### src/rtl/touch_to_relative_mouse_defines.svh
// ----------------------------------------------------------------------------
// touch_to_relative_mouse_defines
// assertion macros shared by the touch to mouse block
// ----------------------------------------------------------------------------
`ifndef TOUCH_TO_RELATIVE_MOUSE_DEFINES_SVH
`define TOUCH_TO_RELATIVE_MOUSE_DEFINES_SVH

// checked only outside reset
`define TTRM_ASSERT(lbl, prop, msg) \
  lbl: assert property (@(posedge clk) disable iff (rst) prop) else $error(msg);

// checked at every edge, reset included
`define TTRM_ASSERT_ALWAYS(lbl, prop, msg) \
  lbl: assert property (@(posedge clk) prop) else $error(msg);

`endif

### src/rtl/ttrm_pkg.sv
// ----------------------------------------------------------------------------
// ttrm_pkg
// types and constants of the touch to relative mouse block
// ----------------------------------------------------------------------------
`timescale 1ns / 1ps

package ttrm_pkg;

  localparam int unsigned CfgIdxW = 3;

  typedef enum logic [CfgIdxW-1:0] {
    CFG_HOLD_COUNT_MIN  = 3'd0,
    CFG_HOLD_MOTION_MAX = 3'd1,
    CFG_TAP_MOTION_MAX  = 3'd2,
    CFG_TAP_COUNT_MAX   = 3'd3
  } cfg_idx_t;

  localparam logic [15:0] HoldCountMinRst  = 16'd150;
  localparam logic [15:0] HoldMotionMaxRst = 16'd60;
  localparam logic [15:0] TapMotionMaxRst  = 16'd20;
  localparam logic [15:0] TapCountMaxRst   = 16'd100;

  localparam logic [15:0] Sat16     = 16'hFFFF;
  localparam logic [7:0]  LeftKeys  = 8'h69;
  localparam logic [7:0]  RightKeys = 8'h96;

  typedef struct packed {
    logic [15:0] hold_count_min;
    logic [15:0] hold_motion_max;
    logic [15:0] tap_motion_max;
    logic [15:0] tap_count_max;
  } cfg_t;

  typedef struct packed {
    logic       touch_down;
    logic [7:0] touch_x;
    logic [7:0] touch_y;
    logic       speed_fast;
    logic       speed_slow;
    logic [7:0] button_keys;
  } sample_t;

  typedef struct packed {
    logic [1:0]        mouse_buttons;
    logic signed [7:0] delta_x;
    logic signed [7:0] delta_y;
  } report_t;

endpackage

### src/rtl/ttrm_cfg_regs.sv
// ----------------------------------------------------------------------------
// ttrm_cfg_regs
// threshold registers written through the plain write port
// ----------------------------------------------------------------------------
`timescale 1ns / 1ps

module ttrm_cfg_regs (
  input  logic                          clk,
  input  logic                          rst,
  input  logic                          cfg_we,
  input  logic [ttrm_pkg::CfgIdxW-1:0]  cfg_index,
  input  logic [15:0]                   cfg_data,
  output ttrm_pkg::cfg_t                cfg
);

  always_ff @(posedge clk) begin
    if (rst) begin
      cfg.hold_count_min  <= ttrm_pkg::HoldCountMinRst;
      cfg.hold_motion_max <= ttrm_pkg::HoldMotionMaxRst;
      cfg.tap_motion_max  <= ttrm_pkg::TapMotionMaxRst;
      cfg.tap_count_max   <= ttrm_pkg::TapCountMaxRst;
    end else if (cfg_we) begin
      case (cfg_index)
        ttrm_pkg::CFG_HOLD_COUNT_MIN:  cfg.hold_count_min  <= cfg_data;
        ttrm_pkg::CFG_HOLD_MOTION_MAX: cfg.hold_motion_max <= cfg_data;
        ttrm_pkg::CFG_TAP_MOTION_MAX:  cfg.tap_motion_max  <= cfg_data;
        ttrm_pkg::CFG_TAP_COUNT_MAX:   cfg.tap_count_max   <= cfg_data;
        default: ; // unused index, ignored
      endcase
    end
  end

endmodule

### src/rtl/ttrm_track.sv
// ----------------------------------------------------------------------------
// ttrm_track
// touch tracking state and the report logic for one sample
// ----------------------------------------------------------------------------
`timescale 1ns / 1ps

module ttrm_track (
  input  logic              clk,
  input  logic              rst,
  input  logic              fire,
  input  ttrm_pkg::cfg_t    cfg,
  input  ttrm_pkg::sample_t smp,
  output ttrm_pkg::report_t rpt
);

  logic        was_touching, was_touching_next;
  logic [7:0]  prev_x, prev_x_next;
  logic [7:0]  prev_y, prev_y_next;
  logic [15:0] sample_count, sample_count_next;
  logic [15:0] motion_sum, motion_sum_next;
  logic        hold_latched, hold_latched_next;

  logic        moving;
  logic [7:0]  dx, dy, sx, sy, ax, ay;
  logic [17:0] sum_wide;
  logic [15:0] sum_sat;
  logic        hold_now;
  logic        tap;

  function automatic logic [7:0] scale8(input logic [7:0] d, input logic fast,
                                        input logic slow);
    logic [7:0] d2;
    d2 = {d[6:0], 1'b0};
    if (slow) return d;
    else if (fast) return d2 + d;
    else return d2;
  endfunction

  always_comb begin
    moving   = smp.touch_down & was_touching;
    dx       = smp.touch_x - prev_x;
    dy       = smp.touch_y - prev_y;
    ax       = (smp.touch_x >= prev_x) ? dx : (prev_x - smp.touch_x);
    ay       = (smp.touch_y >= prev_y) ? dy : (prev_y - smp.touch_y);
    sx       = scale8(dx, smp.speed_fast, smp.speed_slow);
    sy       = scale8(dy, smp.speed_fast, smp.speed_slow);
    sum_wide = {2'b00, motion_sum} + {10'd0, ax} + {10'd0, ay};
    sum_sat  = (sum_wide > {2'b00, ttrm_pkg::Sat16}) ? ttrm_pkg::Sat16 : sum_wide[15:0];

    // motion sum and hold check happen only while the touch continues
    motion_sum_next   = moving ? sum_sat : motion_sum;
    hold_now          = moving && (sample_count > cfg.hold_count_min)
                        && (sum_sat < cfg.hold_motion_max);
    hold_latched_next = hold_latched | hold_now;

    tap = !smp.touch_down && was_touching
          && (motion_sum < cfg.tap_motion_max) && (sample_count < cfg.tap_count_max);

    rpt.mouse_buttons[0] = tap || hold_latched_next
                           || ((smp.button_keys & ttrm_pkg::LeftKeys) != 8'd0);
    rpt.mouse_buttons[1] = (smp.button_keys & ttrm_pkg::RightKeys) != 8'd0;
    rpt.delta_x          = moving ? sx : 8'sd0;
    rpt.delta_y          = moving ? sy : 8'sd0;

    if (smp.touch_down) begin
      sample_count_next = (sample_count != ttrm_pkg::Sat16) ? sample_count + 16'd1
                                                            : sample_count;
      was_touching_next = 1'b1;
      prev_x_next       = smp.touch_x;
      prev_y_next       = smp.touch_y;
    end else begin
      sample_count_next = 16'd0;
      was_touching_next = 1'b0;
      prev_x_next       = 8'd0;
      prev_y_next       = 8'd0;
      motion_sum_next   = 16'd0;
      hold_latched_next = 1'b0;
    end
  end

  always_ff @(posedge clk) begin
    if (rst) begin
      was_touching <= 1'b0;
      prev_x       <= 8'd0;
      prev_y       <= 8'd0;
      sample_count <= 16'd0;
      motion_sum   <= 16'd0;
      hold_latched <= 1'b0;
    end else if (fire) begin
      was_touching <= was_touching_next;
      prev_x       <= prev_x_next;
      prev_y       <= prev_y_next;
      sample_count <= sample_count_next;
      motion_sum   <= motion_sum_next;
      hold_latched <= hold_latched_next;
    end
  end

endmodule

### src/rtl/touch_to_relative_mouse.sv
// ----------------------------------------------------------------------------
// touch_to_relative_mouse
// turns absolute touch panel samples and key states into relative mouse reports
// ----------------------------------------------------------------------------
//
//   channel | direction | handshake            | word
//   --------+-----------+----------------------+-----------------------------------
//   in      | input     | in_valid / in_stall  | touch sample and key states
//   out     | output    | out_valid / out_stall| buttons, delta_x, delta_y
//   cfg     | input     | cfg_we               | cfg_index, cfg_data (write only)
//
// one word in, one word out; an accepted word sits in the input register and
// moves into the output register once that register is empty or being
// drained; one word per cycle is sustained while out_stall is low, set by the
// input register, the single update of the tracking state and the result
// register; rst clears the tracking state and both valid flags and loads the
// default thresholds; out_stall holds the result register; the input register
// then fills and in_stall rises until the result is taken
// ----------------------------------------------------------------------------
`timescale 1ns / 1ps
`include "touch_to_relative_mouse_defines.svh"

module touch_to_relative_mouse (
  input  logic                         clk,
  input  logic                         rst,

  input  logic                         in_valid,
  output logic                         in_stall,
  input  logic                         touch_down,
  input  logic [7:0]                   touch_x,
  input  logic [7:0]                   touch_y,
  input  logic                         speed_fast,
  input  logic                         speed_slow,
  input  logic [7:0]                   button_keys,

  output logic                         out_valid,
  input  logic                         out_stall,
  output logic [1:0]                   mouse_buttons,
  output logic signed [7:0]            delta_x,
  output logic signed [7:0]            delta_y,

  input  logic                         cfg_we,
  input  logic [ttrm_pkg::CfgIdxW-1:0] cfg_index,
  input  logic [15:0]                  cfg_data
);

  ttrm_pkg::cfg_t    cfg;
  ttrm_pkg::sample_t s1;       // input register payload
  logic              s1_valid;
  ttrm_pkg::report_t rpt;      // report computed from s1
  ttrm_pkg::report_t res;      // result register
  logic              fire;     // s1 word moves into the result register
  logic              in_take;

  // result register can load when empty or being drained this cycle
  assign fire     = s1_valid && (!out_valid || !out_stall);
  assign in_stall = s1_valid && !fire;
  assign in_take  = in_valid && !in_stall;

  ttrm_cfg_regs u_cfg (
    .clk       (clk),
    .rst       (rst),
    .cfg_we    (cfg_we),
    .cfg_index (cfg_index),
    .cfg_data  (cfg_data),
    .cfg       (cfg)
  );

  ttrm_track u_track (
    .clk  (clk),
    .rst  (rst),
    .fire (fire),
    .cfg  (cfg),
    .smp  (s1),
    .rpt  (rpt)
  );

  // input register
  always_ff @(posedge clk) begin
    if (rst) begin
      s1_valid <= 1'b0;
    end else if (in_take) begin
      s1_valid <= 1'b1;
    end else if (fire) begin
      s1_valid <= 1'b0;
    end
  end

  always_ff @(posedge clk) begin
    if (in_take) begin
      s1.touch_down  <= touch_down;
      s1.touch_x     <= touch_x;
      s1.touch_y     <= touch_y;
      s1.speed_fast  <= speed_fast;
      s1.speed_slow  <= speed_slow;
      s1.button_keys <= button_keys;
    end
  end

  // result register
  always_ff @(posedge clk) begin
    if (rst) begin
      out_valid <= 1'b0;
    end else if (fire) begin
      out_valid <= 1'b1;
    end else if (!out_stall) begin
      out_valid <= 1'b0;
    end
  end

  always_ff @(posedge clk) begin
    if (fire) begin
      res <= rpt;
    end
  end

  assign mouse_buttons = res.mouse_buttons;
  assign delta_x       = res.delta_x;
  assign delta_y       = res.delta_y;

  // assertions
  `TTRM_ASSERT_ALWAYS(a_rst_empty, rst |=> (!s1_valid && !out_valid), "valid after reset")
  `TTRM_ASSERT(a_take_fills, in_take |=> s1_valid, "accepted word lost from input register")
  `TTRM_ASSERT(a_fire_loads, fire |=> out_valid, "fired word missing from result register")
  `TTRM_ASSERT(a_release_still, (fire && !s1.touch_down) |=> (delta_x == 8'sd0 && delta_y == 8'sd0), "motion reported without touch")

endmodule
### config.mk
export PLATFORM = sky130hd
export DESIGN_NAME = touch_to_relative_mouse
export DESIGN_NICKNAME = d
export VERILOG_FILES = /design/src/rtl/ttrm_pkg.sv /design/src/rtl/ttrm_cfg_regs.sv /design/src/rtl/ttrm_track.sv /design/src/rtl/touch_to_relative_mouse.sv
export VERILOG_INCLUDE_DIRS = /design/src /design/src/rtl
export SDC_FILE = /design/constraint.sdc
export NUM_CORES = 1
export LEC_CHECK = 0
export BUFFER_PORTS_ARGS = -buffer_cell sky130_fd_sc_hd__clkbuf_2
export CORE_ASPECT_RATIO = 1.5
export CORE_UTILIZATION = 50
export DETAILED_ROUTE_END_ITERATION = 8
export GPL_ROUTABILITY_DRIVEN = 0
export GPL_TIMING_DRIVEN = 0
export MAX_ROUTING_LAYER = met4
export PLACE_DENSITY = 0.7
export SLEW_MARGIN = 10
export SYNTH_ARGS = -nofsm -noshare
export SYNTH_HDL_FRONTEND = slang
export SYNTH_SLANG_ARGS = --single-unit
### constraint.sdc
create_clock -name clk -period 9.6 [get_ports clk]
set_input_delay 1.92 -clock clk [delete_from_list [all_inputs] [get_ports clk]]
set_output_delay 1.92 -clock clk [all_outputs]
set_load 0.1 [all_outputs]
* Word level (Yosys, flattened, before mapping) *
Index checks and enable logic that the tools add are counted.

word-level totals
  word-level logic and storage cells = 91
  bits in registers = 161
  output and inout port bits = 20
  bits of input ports = 51

cells by class
  reduce and logical (&&, ||, !) cells = 26
  $add $sub $neg = 9
  muxes and demuxes = 19
  order comparisons = 7
  equal/unequal tests = 7
  bitwise gates (word level) = 2

operators by type and width
  operator                 number
  $mux W16                 5
  $mux W8                  8
  $lt A16 B16 Y1           3
  $sub A8 B8 Y8            4
  $add A18 B8 Y18          1
  $gt A18 B16 Y1 const B   1
  $add A16 B8 Y17          1
  $add A16 B1 Y16 const B  1
  $add A8 B8 Y8            2
  $ge A8 B8 Y1             2
  $gt A16 B16 Y1           1
  $ne A16 B16 Y1 const B   1
  $reduce_bool A8 Y1       2
  $reduce_and A2 Y1        6
  $logic_and A1 B1 Y1      8
  $eq A3 B2 Y1 const B     2
  $mux W1                  6
  $ne A2 B1 Y1 const B     3
  $logic_not A1 Y1         5
  $eq A3 B1 Y1 const B     1
  $logic_not A3 Y1         1
  $logic_or A1 B1 Y1       3
  $reduce_bool A2 Y1       1
  $and A1 B1 Y1            1
  $or A1 B1 Y1             1

* Depth between registers and ports, before layout *
  word-level depth = 11
  mapped depth = 38
  gate-level depth less buffers = 36

* By module *
Synthesis repeated with hierarchy kept, for this count alone.

unflattened totals
  cell total of the unflattened synthesis = 1,182
  area, all modules = 10,696.5 µm²

by module, submodules not included
  module                   seq. area each (µm²)  area each (µm²)  instances  cells each
  ttrm_track               1,001.0               6,701.4          1          890
  ttrm_cfg_regs            1,281.2               2,557.5          1          237
  touch_to_relative_mouse  1,391.3               1,437.6          1          55

* Worst setup path before layout *
OpenSTA, ideal clock, no wires.

  path kind = reg2reg
  from = register s1[18] (netlist bit)
  to = register u_track.hold_latched
  setup time = 81 ps
  data required time = 9,519 ps
  period minus slack after synthesis = 7,162 ps
  setup slack = 2,438 ps
  data arrival time = 7,082 ps
  buffers on the path = 1
  cell stages (with the launch flop) = 37
  cells stage by stage = edfxtp_1 inv_1 ha_1 inv_1 fa_1 a21o_1 a21oi_1 o21bai_1 a21oi_1 o21ai_0 a21oi_1 clkbuf_1 mux2i_1 xnor2_1 ha_1 a21oi_1 o21ai_0 a21o_1 a21oi_1 xnor2_1 ha_1 nor3_1 o211a_1 a211o_1 nor3b_1 a31o_1 and2_1 or4_4 ha_1 a21oi_1 nor2b_1 a2111oi_0 o21a_1 o22a_1 nand2_1 o21ai_0 nor3b_1

on the way
  cells in the longest elaborated chain, start to end = 10
  elaborated cells on any way between the ends = 12
  classes of those cells = 4 x add/sub; 3 x order compare; 3 x mux; 1 x bitwise; 1 x reduce/logical

ends and longest elaborated chain
  item                                   RTL line                       RTL
  start: declaration                     touch_to_relative_mouse.sv:48  ttrm_pkg::sample_t s1;
  $sub A8 B8 Y8 (tied with other cells)  ttrm_track.sv:43               ax = (smp.touch_x >= prev_x) ? dx : (prev_x - smp.touch_x);
  $mux W8 *                              ttrm_track.sv:43
  $add A16 B8 Y17 *                      ttrm_track.sv:47               sum_wide = {2'b00, motion_sum} + {10'd0, ax} + {10'd0, ay};
  $add A18 B8 Y18 *                      ttrm_track.sv:47
  $gt A18 B16 Y1                         ttrm_track.sv:48               sum_sat = (sum_wide > {2'b00, ttrm_pkg::Sat16}) ? ttrm_pkg::Sat16 : sum_wide[15:0];
  $mux W16 *                             ttrm_track.sv:48
  $lt A16 B16 Y1 *                       ttrm_track.sv:53               && (sum_sat < cfg.hold_motion_max);
  $logic_and A1 B1 Y1 *                  ttrm_track.sv:53
  $or A1 B1 Y1 *                         ttrm_track.sv:54               hold_latched_next = hold_latched | hold_now;
  $mux W1 *                              ttrm_track.sv:65               if (smp.touch_down) begin
  end signal: assignment                 ttrm_track.sv:95               hold_latched <= hold_latched_next;
  end: declaration                       ttrm_track.sv:21               logic hold_latched, hold_latched_next;

Every way passes the cells marked *; elsewhere a longest branch is shown, timed or not.
A chain may end at the register's enable or synchronous reset.

* Final worst setup path *
Same ends and word-level chain as after synthesis.

==> summary.txt <==
Status - finished clean
Pwr Density - 170 nW/um^2
Layout net count - 1499
Worst-margin pin slew - 0.915 ns
Placement Rows - 64
Number of buffers created by CTS - 17
R2r endpoint - u_track.hold_latched
Netlist cell types - 70
Synthesized Nets - 1411
Fin. Hold Viols - 0
Ratio of final minimum period to clock period - 90.5%
Postcts setup bufs - 0
Warnings, synthesis - 0
Setup slack, reg-to-reg - 0.91 ns
Share of the synthesized area in the top cell type - 22.2%
Core ar. - 20400 um^2
WP data arrival - 9.05 ns
Mapped Cells - 1230
DRC viols - 0
Period minus WS final - 8.69 ns
Vias per std cell - 5.60
Vias in the first global route - 8756
Reg2Reg Launch Point - s1[18]
Hold_buf cts - 0
Ys flop type - dfxtp_1
# fillers - 1881
Syn avg cell area - 8.49 um^2
Iteration-0 DRC Markers - 358
Post-synthesis sequential area ratio - 35.2%
Final WS setup - 0.909 ns
Synth area leader - dfxtp_1
GR Util All Layers - 27.2%
Crit path max-delay cell type - or4_4
CTS tree - yes
Final wirelength - 27.5 mm
Max incr delay on CP - 0.56 ns
HP Start - u_cfg.cfg[46]
Clk buf depth - 2
Drt wl/cell - 17.3 um
F_max - 115 MHz
Clk Latency, worst-skew pair - 0.44 ns
Post_cts resized - 0
Worst path most repeated cell - a21oi_1
First-pass GRT wire length - 43.4 mm
DIE HEIGHT - 179 um
Total grt overflow - 0
Starting Density - 51.1%
Most frequent cells in the layout - 184 x nand2_1, 128 x inv_1, 128 x a21oi_1
RSZ-0062 raised after global routing - false
Worst Hold End - u_cfg.cfg[46]
Req. time, crit path - 9.96 ns
Die width - 120 um
Worst Setup End Kind - register
H-tree levels - 4
Hpwl dp - 21.7 mm
Startpoint Class - register
Setup Skew - 0.00837 ns
Max Slew Vio Count - 0
Commonest non-fill, non-tap cell in the layout - nand2_1
# diodes - 0
Layout cells sized above 1 - 9.24%
Total die area - 21500 um^2
Top post-synthesis cells by area - dfxtp_1 22%, ha_1 15%, edfxtp_1 13%, nand2_1 6.6%, a21oi_1 6.1%
Post-synth EDFFs - 45
Worst VDD drop - 132 uV
Setup TNS - 0 ns
Largest net degree at the start of global routing - 28
I/O Pins - 71
First drt pass iteration count - 4
CTS sink cnt - 161
Cell count of the worst reg-to-reg path - 36
CTS clock-pin slew for the worst setup and hold paths - 0.07 ns
Setup violators final - 0
Area growth from synthesis to layout - 13.0%
HP Class - reg2reg
Largest fanout on the critical path - 10
Asr flop ratio synth - 0%
P_leak - 4.96 nW
Setup WS pre-CTS - 0.961 ns
Clk root buf - clkbuf_16
Routed Antenna Nets - 0
Port Buf Inserts - 69
Worst slew margin - 38.6%
Max cap viols - 0
Hold depth - 2
Antenna violations before repair - 0
Synthesized area - 10400 um^2
Kind of critical path - reg2reg
Vias - 8932
Synth Register Bits - 161
## logic make-up (layout without fill, tap and decap cells)
kind of cell             Yosys count  after routing  share of synthesized area (%)
AO/OA/AOI/OAI                    313            313                           19.2
XOR/XNOR                          60             60                           5.03
adder cells (fa/ha/maj)          130            130                           16.2
buffers and inverters            178            279                           6.48
flip-flops                       161            161                           35.2
multiplexers                      14             14                           1.37
AND/OR/NAND/NOR                  374            374                           16.6
## area by class of cell
| cell class | count | area, um^2 | share of cell area, % |
|---|---|---|---|
| Clock inverter | 15 | 246 | 2.09 |
| Buffer | 49 | 194 | 1.64 |
| Tap cell | 264 | 330 | 2.80 |
| Sequential cell | 161 | 3670 | 31.1 |
| Inverter | 129 | 484 | 4.11 |
| Multi-Input combinational cell | 891 | 6100 | 51.7 |
| Timing Repair Buffer | 69 | 345 | 2.93 |
| Clock buffer | 17 | 425 | 3.61 |
## how the worst max path moves through the flow
stage | cells after the start | from | slack [ns] | endpoint
2_1_floorplan | 36 | s1[18] | 2.44 | u_track.hold_latched
3_3_place_gp | 36 | s1[18] | 1.06 | u_track.hold_latched
3_5_place_dp | 38 | s1[18] | 0.96 | u_track.hold_latched
4_1_cts | 38 | s1[18] | 0.90 | u_track.hold_latched
5_1_grt | 38 | s1[18] | 0.30 | u_track.hold_latched
6_report | 36 | s1[18] | 0.91 | u_track.hold_latched
## through the flow
stage | instance area (um^2) | power (W) | utilization [%] | cells | hold WS (ns)
global placement | 11100 | 0.00123 | 54.4 | 1563 | 0.440
CTS | 11800 | 0.00201 | 57.8 | 1595 | 0.456
global route | 11800 | 0.00209 | 57.8 | 1595 | 0.469
detailed placement | 11100 | 0.00124 | 54.5 | 1563 | 0.447
floorplan | 10400 | 0.00112 | - | 1230 | 0.430
finish | 11800 | 0.00201 | 57.8 | 1595 | 0.455
## report_power, final
| part | internal, W | switching, W | leakage [nW] |
|---|---|---|---|
| combinational | 0.000186 | 0.000311 | 3.27 |
| clock | 0.000471 | 0.000308 | 0.329 |
| sequential | 0.000720 | 0.0000121 | 1.37 |
| total | 0.00138 | 0.000630 | 4.96 |
## per-layer routing
| metal | wire length [um] | GRT usage [%] |
|---|---|---|
| met5 | 0 | - |
| met4 | 1570 | 16.9 |
| met3 | 821 | 3.82 |
| met2 | 14600 | 50.5 |
| met1 | 10500 | 26.5 |
## flip-flops by register name, summed over array words and instances (netlist names)
| register | cells |
|---|---|
| mouse_buttons | 2 |
| s1_valid | 1 |
| u_track.motion_sum | 16 |
| out_valid | 1 |
| u_track.hold_latched | 1 |
| delta_y | 8 |
| s1 | 27 |
| u_track.prev_y | 8 |
| u_cfg.cfg | 64 |
| u_track.prev_x | 8 |
| u_track.was_touching | 1 |
| delta_x | 8 |
| u_track.sample_count | 16 |
## critical path: cells and delay by family, from the launching register on
kind,cells,cell delay [ns]
DFF,1,0.43
AOI/OAI and AO/OA,18,4.15
and+or+nand+nor,7,1.48
xor gates and xnor gates,2,0.32
muxes,1,0.26
buffers and inverters,3,0.53
adders and majority gates,5,1.43
## cells in the mapped netlist, drive strengths merged, types with 6 or more instances
| cell type | count |
|---|---|
| mux2i | 12 |
| inv | 128 |
| o211ai | 19 |
| dfxtp | 116 |
| and2 | 6 |
| nand2b | 11 |
| nand3 | 35 |
| xnor2 | 35 |
| o21a | 6 |
| nor2 | 62 |
| and3 | 7 |
| a21o | 31 |
| fa | 8 |
| clkbuf | 44 |
| xor2 | 25 |
| a21oi | 132 |
| a211oi | 29 |
| a22o | 14 |
| edfxtp | 45 |
| nand2 | 184 |
| a31oi | 6 |
| o21ai | 39 |
| o21bai | 11 |
| nor3 | 14 |
| nand4 | 13 |
| nor2b | 15 |
| ha | 122 |
Power figures use the tool's default switching activity.
